--- src/rtl/keyed_slot_table_core_defines.svh ---
// Assertion macros for the keyed slot table core.
// Used by keyed_slot_table_core.sv; no other dependencies.
`ifndef KEYED_SLOT_TABLE_CORE_DEFINES_SVH
`define KEYED_SLOT_TABLE_CORE_DEFINES_SVH

`ifndef SYNTHESIS

// Check that cons holds in the cycle after ante.
`define KST_ASSERT_NEXT(lbl, clk, rstn, ante, cons) \
    lbl: assert property (@(posedge clk) disable iff (!rstn) (ante) |=> (cons)) \
        else $error("keyed slot table: next-cycle check failed");

// Check that cons holds in the same cycle as ante.
`define KST_ASSERT_SAME(lbl, clk, rstn, ante, cons) \
    lbl: assert property (@(posedge clk) disable iff (!rstn) (ante) |-> (cons)) \
        else $error("keyed slot table: same-cycle check failed");

`else

`define KST_ASSERT_NEXT(lbl, clk, rstn, ante, cons)
`define KST_ASSERT_SAME(lbl, clk, rstn, ante, cons)

`endif

`endif

--- src/rtl/kst_pkg.sv ---
// Shared constants and codes for the keyed slot table core.
// No dependencies; used by the channel interfaces and the core.
`timescale 1ns / 1ps
`default_nettype none

package kst_pkg;

    localparam int SLOT_COUNT_DEF = 16;
    localparam int TEXT_BYTES_DEF = 8;

    localparam int ACTION_W    = 2;
    localparam int KEY_W       = 16;
    localparam int TEXT_PORT_W = 64;
    localparam int STATUS_W    = 3;
    localparam int SLOT_IDX_W  = 4;

    typedef enum logic [ACTION_W-1:0] {
        ACT_ADD    = 2'd0,
        ACT_FIND   = 2'd1,
        ACT_REMOVE = 2'd2,
        ACT_CLEAR  = 2'd3
    } t_action;

    typedef enum logic [STATUS_W-1:0] {
        ST_INSERTED = 3'd0,
        ST_UPDATED  = 3'd1,
        ST_HIT      = 3'd2,
        ST_MISS     = 3'd3,
        ST_FULL     = 3'd4,
        ST_CLEARED  = 3'd5
    } t_status;

endpackage

`default_nettype wire

--- src/rtl/kst_if.sv ---
// Valid/ready channel interfaces for request and response items.
// Depends on kst_pkg for field widths.
`timescale 1ns / 1ps
`default_nettype none

interface kst_req_if;
    logic                            valid;
    logic                            ready;
    logic [kst_pkg::ACTION_W-1:0]    action;
    logic [kst_pkg::KEY_W-1:0]       node_key;
    logic [kst_pkg::TEXT_PORT_W-1:0] ident_text;
    logic [kst_pkg::TEXT_PORT_W-1:0] label_text;

    modport source (output valid, action, node_key, ident_text, label_text, input ready);
    modport sink   (input valid, action, node_key, ident_text, label_text, output ready);
endinterface

interface kst_rsp_if;
    logic                            valid;
    logic                            ready;
    logic [kst_pkg::STATUS_W-1:0]    status;
    logic [kst_pkg::SLOT_IDX_W-1:0]  slot_index;
    logic [kst_pkg::TEXT_PORT_W-1:0] ident_out;
    logic [kst_pkg::TEXT_PORT_W-1:0] label_out;

    modport source (output valid, status, slot_index, ident_out, label_out, input ready);
    modport sink   (input valid, status, slot_index, ident_out, label_out, output ready);
endinterface

`default_nettype wire

--- src/rtl/keyed_slot_table_core.sv ---
// Keyed slot table: add/update, find, remove and clear over SLOT_COUNT slots.
// Depends on kst_pkg, kst_if.sv and keyed_slot_table_core_defines.svh.
//
// Usage:
//   i_req carries one request item (action, node_key, ident_text, label_text);
//   o_rsp returns exactly one response item (status, slot_index, ident_out,
//   label_out) per request, in order. Both are valid/ready channels.
//   Keys sit in one synchronous memory, payloads in another; valid marks are
//   flip-flops. A non-clear request scans the key memory one slot per cycle,
//   lowest slot first, stopping at the first valid key match and noting the
//   lowest free slot on the way; then it writes or reads the payload memory.
//   A clear goes straight to the response without a scan; find and remove
//   pass through an extra payload-read state after a match, add does not.
//   One request is in work at a time; i_req.ready returns with the response.
//   The response sits in an output register, so the next request is taken
//   while a response waits; a stalled receiver holds the block only once a
//   second response is finished.
//   Reset clears all valid marks and the control state; memory contents are
//   left as they are and only read from valid slots.
`timescale 1ns / 1ps
`default_nettype none
`include "keyed_slot_table_core_defines.svh"

module keyed_slot_table_core #(
    parameter int SLOT_COUNT = kst_pkg::SLOT_COUNT_DEF,
    parameter int TEXT_BYTES = kst_pkg::TEXT_BYTES_DEF
) (
    input  wire        i_clk,
    input  wire        i_rst_n,
    kst_req_if.sink    i_req,
    kst_rsp_if.source  o_rsp
);

    localparam int IDX_W  = (SLOT_COUNT > 1) ? $clog2(SLOT_COUNT) : 1;
    localparam int TEXT_W = 8 * TEXT_BYTES;
    localparam logic [IDX_W-1:0] LAST_IDX = IDX_W'(SLOT_COUNT - 1);

    typedef enum logic [2:0] {
        S_IDLE,
        S_SCAN,
        S_ACT,
        S_PAY,
        S_EMIT
    } t_state;

    typedef struct packed {
        logic [kst_pkg::STATUS_W-1:0]    status;
        logic [kst_pkg::SLOT_IDX_W-1:0]  slot_index;
        logic [kst_pkg::TEXT_PORT_W-1:0] ident;
        logic [kst_pkg::TEXT_PORT_W-1:0] label;
    } t_result;

    logic [kst_pkg::KEY_W-1:0] key_mem [SLOT_COUNT];
    logic [2*TEXT_W-1:0]       pay_mem [SLOT_COUNT];

    t_state                    r_state;
    logic [SLOT_COUNT-1:0]     r_valid;
    kst_pkg::t_action          r_action;
    logic [kst_pkg::KEY_W-1:0] r_key;
    logic [TEXT_W-1:0]         r_ident;
    logic [TEXT_W-1:0]         r_label;
    logic [IDX_W-1:0]          r_rd_idx;
    logic                      r_rd_done;
    logic                      r_cmp_en;
    logic [IDX_W-1:0]          r_cmp_idx;
    logic [kst_pkg::KEY_W-1:0] r_key_q;
    logic [2*TEXT_W-1:0]       r_pay_q;
    logic                      r_found;
    logic [IDX_W-1:0]          r_hit_idx;
    logic                      r_free_vld;
    logic [IDX_W-1:0]          r_free_idx;
    t_result                   r_res;
    t_result                   r_out;
    logic                      r_out_vld;

    logic             cmp_hit;
    logic             cmp_free;
    logic             key_rd;
    logic             key_we;
    logic             pay_we;
    logic             pay_rd;
    logic [IDX_W-1:0] wr_idx;
    logic             is_add;
    logic             is_lookup;
    logic             req_acc;
    logic             clr_acc;
    logic             scan_free;
    logic             rsp_empty;
    logic             rsp_zero;

    assign cmp_hit   = r_valid[r_cmp_idx] && (r_key_q == r_key);
    assign cmp_free  = !r_valid[r_cmp_idx];
    assign is_add    = (r_action == kst_pkg::ACT_ADD);
    assign is_lookup = (r_action == kst_pkg::ACT_FIND) || (r_action == kst_pkg::ACT_REMOVE);
    assign key_rd    = (r_state == S_SCAN) && !r_rd_done;
    assign key_we    = (r_state == S_ACT) && is_add && !r_found && r_free_vld;
    assign pay_we    = (r_state == S_ACT) && is_add && (r_found || r_free_vld);
    assign pay_rd    = (r_state == S_ACT) && is_lookup && r_found;
    assign wr_idx    = r_found ? r_hit_idx : r_free_idx;

    // key memory: one read port for the scan, one write port for insert
    always_ff @(posedge i_clk) begin
        if (key_rd) begin
            r_key_q <= key_mem[r_rd_idx];
        end
        if (key_we) begin
            key_mem[wr_idx] <= r_key;
        end
    end

    // payload memory: identifier in the upper half, label in the lower half
    always_ff @(posedge i_clk) begin
        if (pay_rd) begin
            r_pay_q <= pay_mem[r_hit_idx];
        end
        if (pay_we) begin
            pay_mem[wr_idx] <= {r_ident, r_label};
        end
    end

    always_ff @(posedge i_clk) begin
        if (!i_rst_n) begin
            r_state    <= S_IDLE;
            r_valid    <= '0;
            r_rd_done  <= 1'b0;
            r_cmp_en   <= 1'b0;
            r_found    <= 1'b0;
            r_free_vld <= 1'b0;
            r_out_vld  <= 1'b0;
        end else begin
            if (r_out_vld && o_rsp.ready && (r_state != S_EMIT)) begin
                r_out_vld <= 1'b0;
            end
            case (r_state)
                S_IDLE: begin
                    if (i_req.valid) begin
                        r_action   <= kst_pkg::t_action'(i_req.action);
                        r_key      <= i_req.node_key;
                        r_ident    <= i_req.ident_text[TEXT_W-1:0];
                        r_label    <= i_req.label_text[TEXT_W-1:0];
                        r_found    <= 1'b0;
                        r_free_vld <= 1'b0;
                        r_rd_idx   <= '0;
                        r_rd_done  <= 1'b0;
                        r_cmp_en   <= 1'b0;
                        if (i_req.action == kst_pkg::ACT_CLEAR) begin
                            r_valid <= '0;
                            r_res   <= '{status: kst_pkg::ST_CLEARED, slot_index: '0,
                                         ident: '0, label: '0};
                            r_state <= S_EMIT;
                        end else begin
                            r_state <= S_SCAN;
                        end
                    end
                end
                S_SCAN: begin
                    // issue the next key read, compare the one read last cycle
                    r_cmp_en <= !r_rd_done;
                    if (!r_rd_done) begin
                        r_cmp_idx <= r_rd_idx;
                        if (r_rd_idx == LAST_IDX) begin
                            r_rd_done <= 1'b1;
                        end else begin
                            r_rd_idx <= IDX_W'(r_rd_idx + 1'b1);
                        end
                    end
                    if (r_cmp_en) begin
                        if (cmp_hit) begin
                            r_found   <= 1'b1;
                            r_hit_idx <= r_cmp_idx;
                            r_state   <= S_ACT;
                        end else begin
                            if (cmp_free && !r_free_vld) begin
                                r_free_vld <= 1'b1;
                                r_free_idx <= r_cmp_idx;
                            end
                            if (r_cmp_idx == LAST_IDX) begin
                                r_state <= S_ACT;
                            end
                        end
                    end
                end
                S_ACT: begin
                    r_state <= S_EMIT;
                    if (is_add) begin
                        if (r_found) begin
                            r_res <= '{status: kst_pkg::ST_UPDATED,
                                       slot_index: kst_pkg::SLOT_IDX_W'(r_hit_idx),
                                       ident: kst_pkg::TEXT_PORT_W'(r_ident),
                                       label: kst_pkg::TEXT_PORT_W'(r_label)};
                        end else if (r_free_vld) begin
                            r_valid[r_free_idx] <= 1'b1;
                            r_res <= '{status: kst_pkg::ST_INSERTED,
                                       slot_index: kst_pkg::SLOT_IDX_W'(r_free_idx),
                                       ident: kst_pkg::TEXT_PORT_W'(r_ident),
                                       label: kst_pkg::TEXT_PORT_W'(r_label)};
                        end else begin
                            r_res <= '{status: kst_pkg::ST_FULL, slot_index: '0,
                                       ident: '0, label: '0};
                        end
                    end else if (r_found) begin
                        if (r_action == kst_pkg::ACT_REMOVE) begin
                            r_valid[r_hit_idx] <= 1'b0;
                        end
                        r_state <= S_PAY;
                    end else begin
                        r_res <= '{status: kst_pkg::ST_MISS, slot_index: '0,
                                   ident: '0, label: '0};
                    end
                end
                S_PAY: begin
                    r_res   <= '{status: kst_pkg::ST_HIT,
                                 slot_index: kst_pkg::SLOT_IDX_W'(r_hit_idx),
                                 ident: kst_pkg::TEXT_PORT_W'(r_pay_q[2*TEXT_W-1:TEXT_W]),
                                 label: kst_pkg::TEXT_PORT_W'(r_pay_q[TEXT_W-1:0])};
                    r_state <= S_EMIT;
                end
                S_EMIT: begin
                    // hold until the output register is free
                    if (!r_out_vld || o_rsp.ready) begin
                        r_out     <= r_res;
                        r_out_vld <= 1'b1;
                        r_state   <= S_IDLE;
                    end
                end
                default: begin
                    r_state <= S_IDLE;
                end
            endcase
        end
    end

    assign i_req.ready      = (r_state == S_IDLE);
    assign o_rsp.valid      = r_out_vld;
    assign o_rsp.status     = r_out.status;
    assign o_rsp.slot_index = r_out.slot_index;
    assign o_rsp.ident_out  = r_out.ident;
    assign o_rsp.label_out  = r_out.label;

    assign req_acc   = i_req.valid && i_req.ready;
    assign clr_acc   = req_acc && (i_req.action == kst_pkg::ACT_CLEAR);
    assign scan_free = (r_state == S_SCAN) && r_free_vld;
    assign rsp_empty = o_rsp.valid && (o_rsp.status inside
                       {kst_pkg::ST_MISS, kst_pkg::ST_FULL, kst_pkg::ST_CLEARED});
    assign rsp_zero  = (o_rsp.slot_index == '0) && (o_rsp.ident_out == '0)
                       && (o_rsp.label_out == '0);

    `KST_ASSERT_NEXT(a_busy_after_accept, i_clk, i_rst_n, req_acc, !i_req.ready)
    `KST_ASSERT_NEXT(a_clear_empties, i_clk, i_rst_n, clr_acc, r_valid == '0)
    `KST_ASSERT_SAME(a_free_slot_empty, i_clk, i_rst_n, scan_free, !r_valid[r_free_idx])
    `KST_ASSERT_SAME(a_no_slot_zero_data, i_clk, i_rst_n, rsp_empty, rsp_zero)

endmodule

`default_nettype wire

--- src/flat_wrapper.sv ---
// flat-port wrapper written by rule: the top's interface ports become plain ports
module keyed_slot_table_core_flat 
#(
    parameter int SLOT_COUNT = kst_pkg::SLOT_COUNT_DEF,
    parameter int TEXT_BYTES = kst_pkg::TEXT_BYTES_DEF
)
  (i_clk, i_rst_n, i_req_valid, i_req_action, i_req_node_key, i_req_ident_text, i_req_label_text, i_req_ready, o_rsp_valid, o_rsp_status, o_rsp_slot_index, o_rsp_ident_out, o_rsp_label_out, o_rsp_ready);
  kst_req_if i_req_i ();
  kst_rsp_if o_rsp_i ();
  input  wire i_clk;
  input  wire i_rst_n;
  input wire logic [$bits(i_req_i.valid)-1:0] i_req_valid;
  input wire logic [$bits(i_req_i.action)-1:0] i_req_action;
  input wire logic [$bits(i_req_i.node_key)-1:0] i_req_node_key;
  input wire logic [$bits(i_req_i.ident_text)-1:0] i_req_ident_text;
  input wire logic [$bits(i_req_i.label_text)-1:0] i_req_label_text;
  output wire logic [$bits(i_req_i.ready)-1:0] i_req_ready;
  output wire logic [$bits(o_rsp_i.valid)-1:0] o_rsp_valid;
  output wire logic [$bits(o_rsp_i.status)-1:0] o_rsp_status;
  output wire logic [$bits(o_rsp_i.slot_index)-1:0] o_rsp_slot_index;
  output wire logic [$bits(o_rsp_i.ident_out)-1:0] o_rsp_ident_out;
  output wire logic [$bits(o_rsp_i.label_out)-1:0] o_rsp_label_out;
  input wire logic [$bits(o_rsp_i.ready)-1:0] o_rsp_ready;
  assign i_req_i.valid = i_req_valid;
  assign i_req_i.action = i_req_action;
  assign i_req_i.node_key = i_req_node_key;
  assign i_req_i.ident_text = i_req_ident_text;
  assign i_req_i.label_text = i_req_label_text;
  assign i_req_ready = i_req_i.ready;
  assign o_rsp_valid = o_rsp_i.valid;
  assign o_rsp_status = o_rsp_i.status;
  assign o_rsp_slot_index = o_rsp_i.slot_index;
  assign o_rsp_ident_out = o_rsp_i.ident_out;
  assign o_rsp_label_out = o_rsp_i.label_out;
  assign o_rsp_i.ready = o_rsp_ready;
  keyed_slot_table_core #(.SLOT_COUNT(SLOT_COUNT), .TEXT_BYTES(TEXT_BYTES)) u_core (.i_clk(i_clk), .i_rst_n(i_rst_n), .i_req(i_req_i), .o_rsp(o_rsp_i));
endmodule
--- config.mk ---
export PLATFORM = sky130hd
export DESIGN_NAME = keyed_slot_table_core_flat
export DESIGN_NICKNAME = d
export VERILOG_FILES = /design/src/rtl/kst_pkg.sv /design/src/rtl/kst_if.sv /design/src/rtl/keyed_slot_table_core.sv /design/src/flat_wrapper.sv
export VERILOG_INCLUDE_DIRS = /design/src /design/src/rtl
export SDC_FILE = /design/constraint.sdc
export NUM_CORES = 2
export LEC_CHECK = 0
export CORE_ASPECT_RATIO = 0.9
export CORE_UTILIZATION = 40
export CTS_CLUSTER_SIZE = 24
export DETAILED_ROUTE_END_ITERATION = 6
export DONT_BUFFER_PORTS = 1
export PLACE_DENSITY = 0.57
export SLEW_MARGIN = 30
export SYNTH_ARGS = -nofsm -noshare
export SYNTH_HDL_FRONTEND = slang
export SYNTH_SLANG_ARGS = --single-unit
export TNS_END_PERCENT = 100
--- constraint.sdc ---
create_clock -name i_clk -period 15 [get_ports i_clk]
set_input_delay 0 -clock i_clk [delete_from_list [all_inputs] [get_ports i_clk]]
set_output_delay 0 -clock i_clk [all_outputs]
set_load 0.01 [all_outputs]
==> Word-level counts from Yosys, hierarchy flattened <==
Memory sizes are Yosys's and may differ from the RTL's. A register that Yosys moved wholly into a read port is not among the register bits.
Index checks and enable logic that the tools add are counted.
{ "classes": {"addsub": 1, "order_cmp": 5, "n_eq_ne": 26, "n_mux": 54, "bitwise_logic": 5, "n_reduce_logical": 38} }
{ "ops": {"columns": ["op", "n"], "rows": [
  ["$mux 135", 6],
  ["$pmux 135 s3", 1],
  ["$mux 16", 7],
  ["$pmux 16 s2", 1],
  ["$mux 3", 8],
  ["$reduce_and 5->1", 4],
  ["$mux 1", 18],
  ["$and 16x16->16", 1],
  ["$eq 16x16->1", 1],
  ["$mux 4", 4],
  ["$not 16->16", 1],
  ["$or 16x16->16", 1],
  ["$lt 4x5->1 const B", 3],
  ["$pmux 3 s5", 1],
  ["$logic_and 1x1->1", 13],
  ["$reduce_and 4->1", 3],
  ["$ne 2x2->1 const B", 5],
  ["$ne 3x3->1 const B", 3],
  ["$reduce_and 3->1", 3],
  ["$demux 1 s4", 2],
  ["$eq 4x4->1 const B", 2],
  ["$ge 4x1->1 const B", 2],
  ["$ne 2x1->1 const B", 4],
  ["$pmux 1 s2", 4],
  ["19 further kinds", 31]
]} }
{ "totals": {"reg_bits": 456, "ramBits": 2304, "out_inout_bits": 137, "memories": 2} }
{ "memory_table": {"columns": ["memory", "depth", "word_bits", "read_ports", "rd_ports_with_merged_regs", "write_ports", "line_no", "text"], "rows": [
  ["u_core.pay_mem", 16, 128, 1, 1, 1, "keyed_slot_table_core.sv:54", "logic [2*TEXT_W-1:0] pay_mem [SLOT_COUNT];"],
  ["u_core.key_mem", 16, 16, 1, 1, 1, "keyed_slot_table_core.sv:53", "logic [kst_pkg::KEY_W-1:0] key_mem [SLOT_COUNT];"]
]} }

==> Depth between registers and ports, before layout <==
{ "logic_depth": {"ltp_word": 10, "mapped_depth": 9, "depth_no_buf": 6} }

==> Worst setup path before layout <==
No wires, ideal clock.
{ "synth_timing": {"path_kind": "flip-flop to flip-flop", "start": "register u_core.r_action[1]", "end": "register u_core.r_res[0] (netlist bit), enable pin", "t_arrival_ns": 10.220, "t_required_ns": 14.203, "path_slack_ns": 3.982, "stages_incl_launch_ff": 7, "period_less_slack_ns": 11.018, "cell_sequence": "edfxtp_1 -> inv_1 -> ha_1 -> buf_2 -> nand2b_1 -> a211oi_1 -> nor3_1"} }
{ "synth_between": {"elab_chain_len": 3} }
{ "synth_rtl": {"columns": ["item", "line_no", "text"], "rows": [
  ["start: declaration", "keyed_slot_table_core.sv:58", "kst_pkg::t_action r_action;"],
  ["start signal: assignment", "keyed_slot_table_core.sv:137", "r_action <= kst_pkg::t_action'(i_req.action);"],
  ["$logic_not 2->1", "keyed_slot_table_core.sv:93", "assign is_add = (r_action == kst_pkg::ACT_ADD);"],
  ["$ne 3x3->1 (no line)", null, null],
  ["$reduce_and 5->1 (no line)", null, null],
  ["end signal: assignment", "keyed_slot_table_core.sv:148", "r_res <= '{status: kst_pkg::ST_CLEARED, slot_index: '0,"],
  ["end signal: assignment", "keyed_slot_table_core.sv:187", "r_res <= '{status: kst_pkg::ST_UPDATED,"],
  ["end signal: assignment", "keyed_slot_table_core.sv:193", "r_res <= '{status: kst_pkg::ST_INSERTED,"],
  ["end: declaration", "keyed_slot_table_core.sv:72", "t_result r_res;"]
]} }
Every way passes these cells.
A chain may end at the register's enable or synchronous reset.

==> run summary <==
# setup viols final: 0
PwrDens: 135 mW/mm2
skew final: 0.0827 ns
Area growth, synth to finish: 16.6%
Layout Utilization: 46.9%
EDFF count, synth: 2880
unrepaired setup endpoints after global routing: false
grt met2 use: 30.6%
sequential share of power: 54.0%
Startpoint Class: register
status: finished, final reports clean
total power: 0.0169 W
Worst slew margin: 32.8%
largest net degree at the start of global routing: 110
Final Cycle Share: 35.2%
Post-synth top cells: edfxtp_1 (2880), mux4_2 (724), nor2_1 (171)
DRT iter0 DRCs: 5161
CTS root buffer: clkbuf_16
initial core utilization: 40.2%
GR Util met1: 27.3%
WHS: 0.240 ns
flop2flop setup slack: 9.71 ns
sequential fraction of the synthesis area: 81.0%
die area: 0.270 mm2
max frequency: 189 MHz
row count: 180
CTS tree: built
clock network fraction of total power: 44.3%
Internal Pwr Total: 0.0135 W
clock transition at the registers of the reported paths: 0.07 ns
die boundary width: 548 um
routed vias/inst: 5.59
routed len/inst: 30.1 um
ys async rst share: 0%
first-pass GRT wire length: 371000 um
Cell variety after synth: 54
Worst-Margin Slew: 1.01 ns
met3 usage: 3.55%
dpl hpwl: 133000 um
postcts setup bufs: 0
Critical Path Max Stage Delay: 0.82 ns
Post-Syn Instances: 4351
Worst Setup Path Type: reg -> reg
final std cells w/o fill: 8643
CTS resizes: 0
wirelength, routed: 260000 um
CP endpoint kind: register
via count: 48300
Synth top area share: 80.6%
Worst EP required: 15.60 ns
Die Ht: 493 um
overall overflow remaining after global route: 0
Routed Antenna Nets: 0
H-tree levels: 5
Synth Register Bits: 2904
Bufs on Longest Clock Path: 4
Avg Synthesized Cell Area: 24.7 um2
Post-Syn Area: 0.107 mm2
DR DRC count: 0
dpl cells: 7792
leading area contributor after synthesis: edfxtp_1
Sum Neg Setup Slack: 0 ns
Final Max Slew Viols: 0
First-pass DRT Iterations: 5
leading register cell type out of synthesis: edfxtp_1
I/O pins: 287
Yosys warning total: 0
Max Cap Violations: 0
initial antenna violation count: 10
Num CTS Buffers: 305
synth top area cells: edfxtp_1 (81%), mux4_2 (15%), a22oi_1 (0.90%)
layout cells sized above 1: 25.9%
number of global-route vias before repair: 50000
Switch Pwr: 0.00342 W
GR peak layer: met2
TritonCTS sink count: 2904
Hold Crit Class: in -> reg
Worst IR Drop VDD: 0.107 mV
CP arrival: 5.88 ns
most frequent cell after synthesis: edfxtp_1
final hold vios: 0
syn nets: 4504
Pleak: 38.5 nW
clock latency on the worst-skew pair: 0.87 ns
cell family with most CP delay: buffers and inverters
nets@finish: 5003
Sw Ratio: 20.2%
Routability Congestion: 0.736
core area: 0.267 mm2
I/O Buffers: 0
slowest cell on the critical path: buf_4
worst-path fanout max: 92
all-layer global routing usage: 19.2%
min cycle time layout: 5.29 ns
Comb power frac: 1.7%
critical path buffer and inverter count: 5
cells along the critical path: buf_12 -> buf_4 -> buf_4 -> buf_6 -> buf_6 -> mux4_2 -> mux4_2
[layer usage]
metal	vias up	share of wire [%]
met1	26400	43
met3	346	6.9
met5	-	0.0050
met2	1687	48
li1	19800	-
met4	2	2.2
[logic make-up after synthesis]
| family | after synthesis | synth area share, % |
|---|---|---|
| and+or+nand+nor | 251 | 1.04 |
| buffers and inverters | 235 | 1.05 |
| AOI/OAI and AO/OA | 212 | 1.51 |
| DFF | 2904 | 81.0 |
| xor gates and xnor gates | 18 | 0.147 |
| adders and majority gates | 3 | 0.0350 |
| muxes | 728 | 15.2 |
[per-stage QoR]
step / area (um2) / setup WS [ns]
after global placement: 112000 / 8.91
after CTS: 125000 / 9.18
final: 125000 / 9.71
after global routing: 125000 / 9.19
after floorplan: 107000 / 3.98
after detailed placement: 112000 / 9.17
[placed cells by master, fill, tap and decap left out, types with 5 or more instances in the layout]
| master | n |
|---|---|
| a2111oi_0 | 7 |
| a211oi_1 | 10 |
| a21oi_1 | 7 |
| a22oi_1 | 129 |
| a31oi_1 | 17 |
| buf_12 | 15 |
| buf_16 | 10 |
| buf_4 | 88 |
| buf_6 | 10 |
| bufinv_16 | 31 |
| clkbuf_1 | 65 |
| clkbuf_16 | 311 |
| clkinv_1 | 61 |
| clkinv_16 | 5 |
| clkinv_2 | 45 |
| clkinv_8 | 5 |
| clkinvlp_4 | 11 |
| dfxtp_1 | 23 |
| dlygate4sd3_1 | 296 |
| edfxtp_1 | 2880 |
| inv_1 | 6 |
| inv_6 | 9 |
| mux4_2 | 724 |
| nand2_1 | 7 |
| nand2b_1 | 5 |
| nand3_1 | 10 |
| nor2_1 | 153 |
| nor2_4 | 18 |
| nor2b_1 | 5 |
| nor3_1 | 7 |
| nor3_4 | 12 |
| o21ai_0 | 5 |
| o221a_1 | 12 |
| xor2_1 | 17 |
[state kept, by name, summed over array words and instances, names as in the netlist]
signal,cells
u_core.r_free_vld,1
u_core.o_rsp.label_out,64
u_core.key_mem,256
u_core.r_valid,16
u_core.r_res,135
u_core.r_label,64
u_core.o_rsp.ident_out,64
u_core.r_free_idx,4
u_core.r_action,2
u_core.r_rd_idx,4
u_core.r_found,1
u_core.r_hit_idx,4
u_core.o_rsp.slot_index,4
u_core.pay_mem,2048
u_core.r_cmp_idx,4
u_core.r_ident,64
u_core.o_rsp.status,3
u_core.r_key_q,16
u_core.r_state,3
u_core.r_rd_done,1
u_core.o_rsp.valid,1
u_core.r_key,16
u_core.r_cmp_en,1
u_core.r_pay_q,128
[power groups by stage]
stage / sequential [W] / clock, W / combinational [W]
final: 0.00911 / 0.00748 / 0.000286
after global routing: 0.00912 / 0.00792 / 0.000306
after CTS: 0.00911 / 0.00764 / 0.000289
after detailed placement: 0.00929 / 0 / 0.000222
after global placement: 0.00928 / 0 / 0.000219
after floorplan: 0.00922 / 0 / 0.000145
[tightest hold or removal path, delay by kind of cell]
family                 cells  cell delay (ns)
and+or+nand+nor            2             0.19
buffers and inverters      1             0.66
AOI/OAI and AO/OA          1             0.13
[repair_timing]
action / in CTS / in global routing
hold endpoints to repair: 270 / 24
hold buffers: 296 / 1
endpoints found under the setup margin: 0 / 0
[worst paths after layout]
| check | start | end | depth (start not counted) |
|---|---|---|---|
| worst max-delay path | u_core.r_hit_idx[0] | u_core.r_pay_q[31] | 7 |
| worst min-delay path | o_rsp_ready | u_core.o_rsp.valid | 4 |
| worst max register to register | u_core.r_hit_idx[0] | u_core.r_pay_q[31] | 7 |
| worst min register to register | u_core.r_res[95] | u_core.o_rsp.ident_out[31] | 0 |
[layout make-up]
type | count | area (um2)
Antenna cell | 4 | 10.0
Clock buffer | 376 | 8030
Clock inverter | 171 | 1830
Fill cell | 21800 | 142000
Inverter | 6 | 22.5
Multi-Input combinational cell | 1212 | 19600
Sequential cell | 2904 | 87000
Tap cell | 3549 | 4440
Timing Repair Buffer | 421 | 4330
No activity file was read; power rests on OpenSTA's default activity.
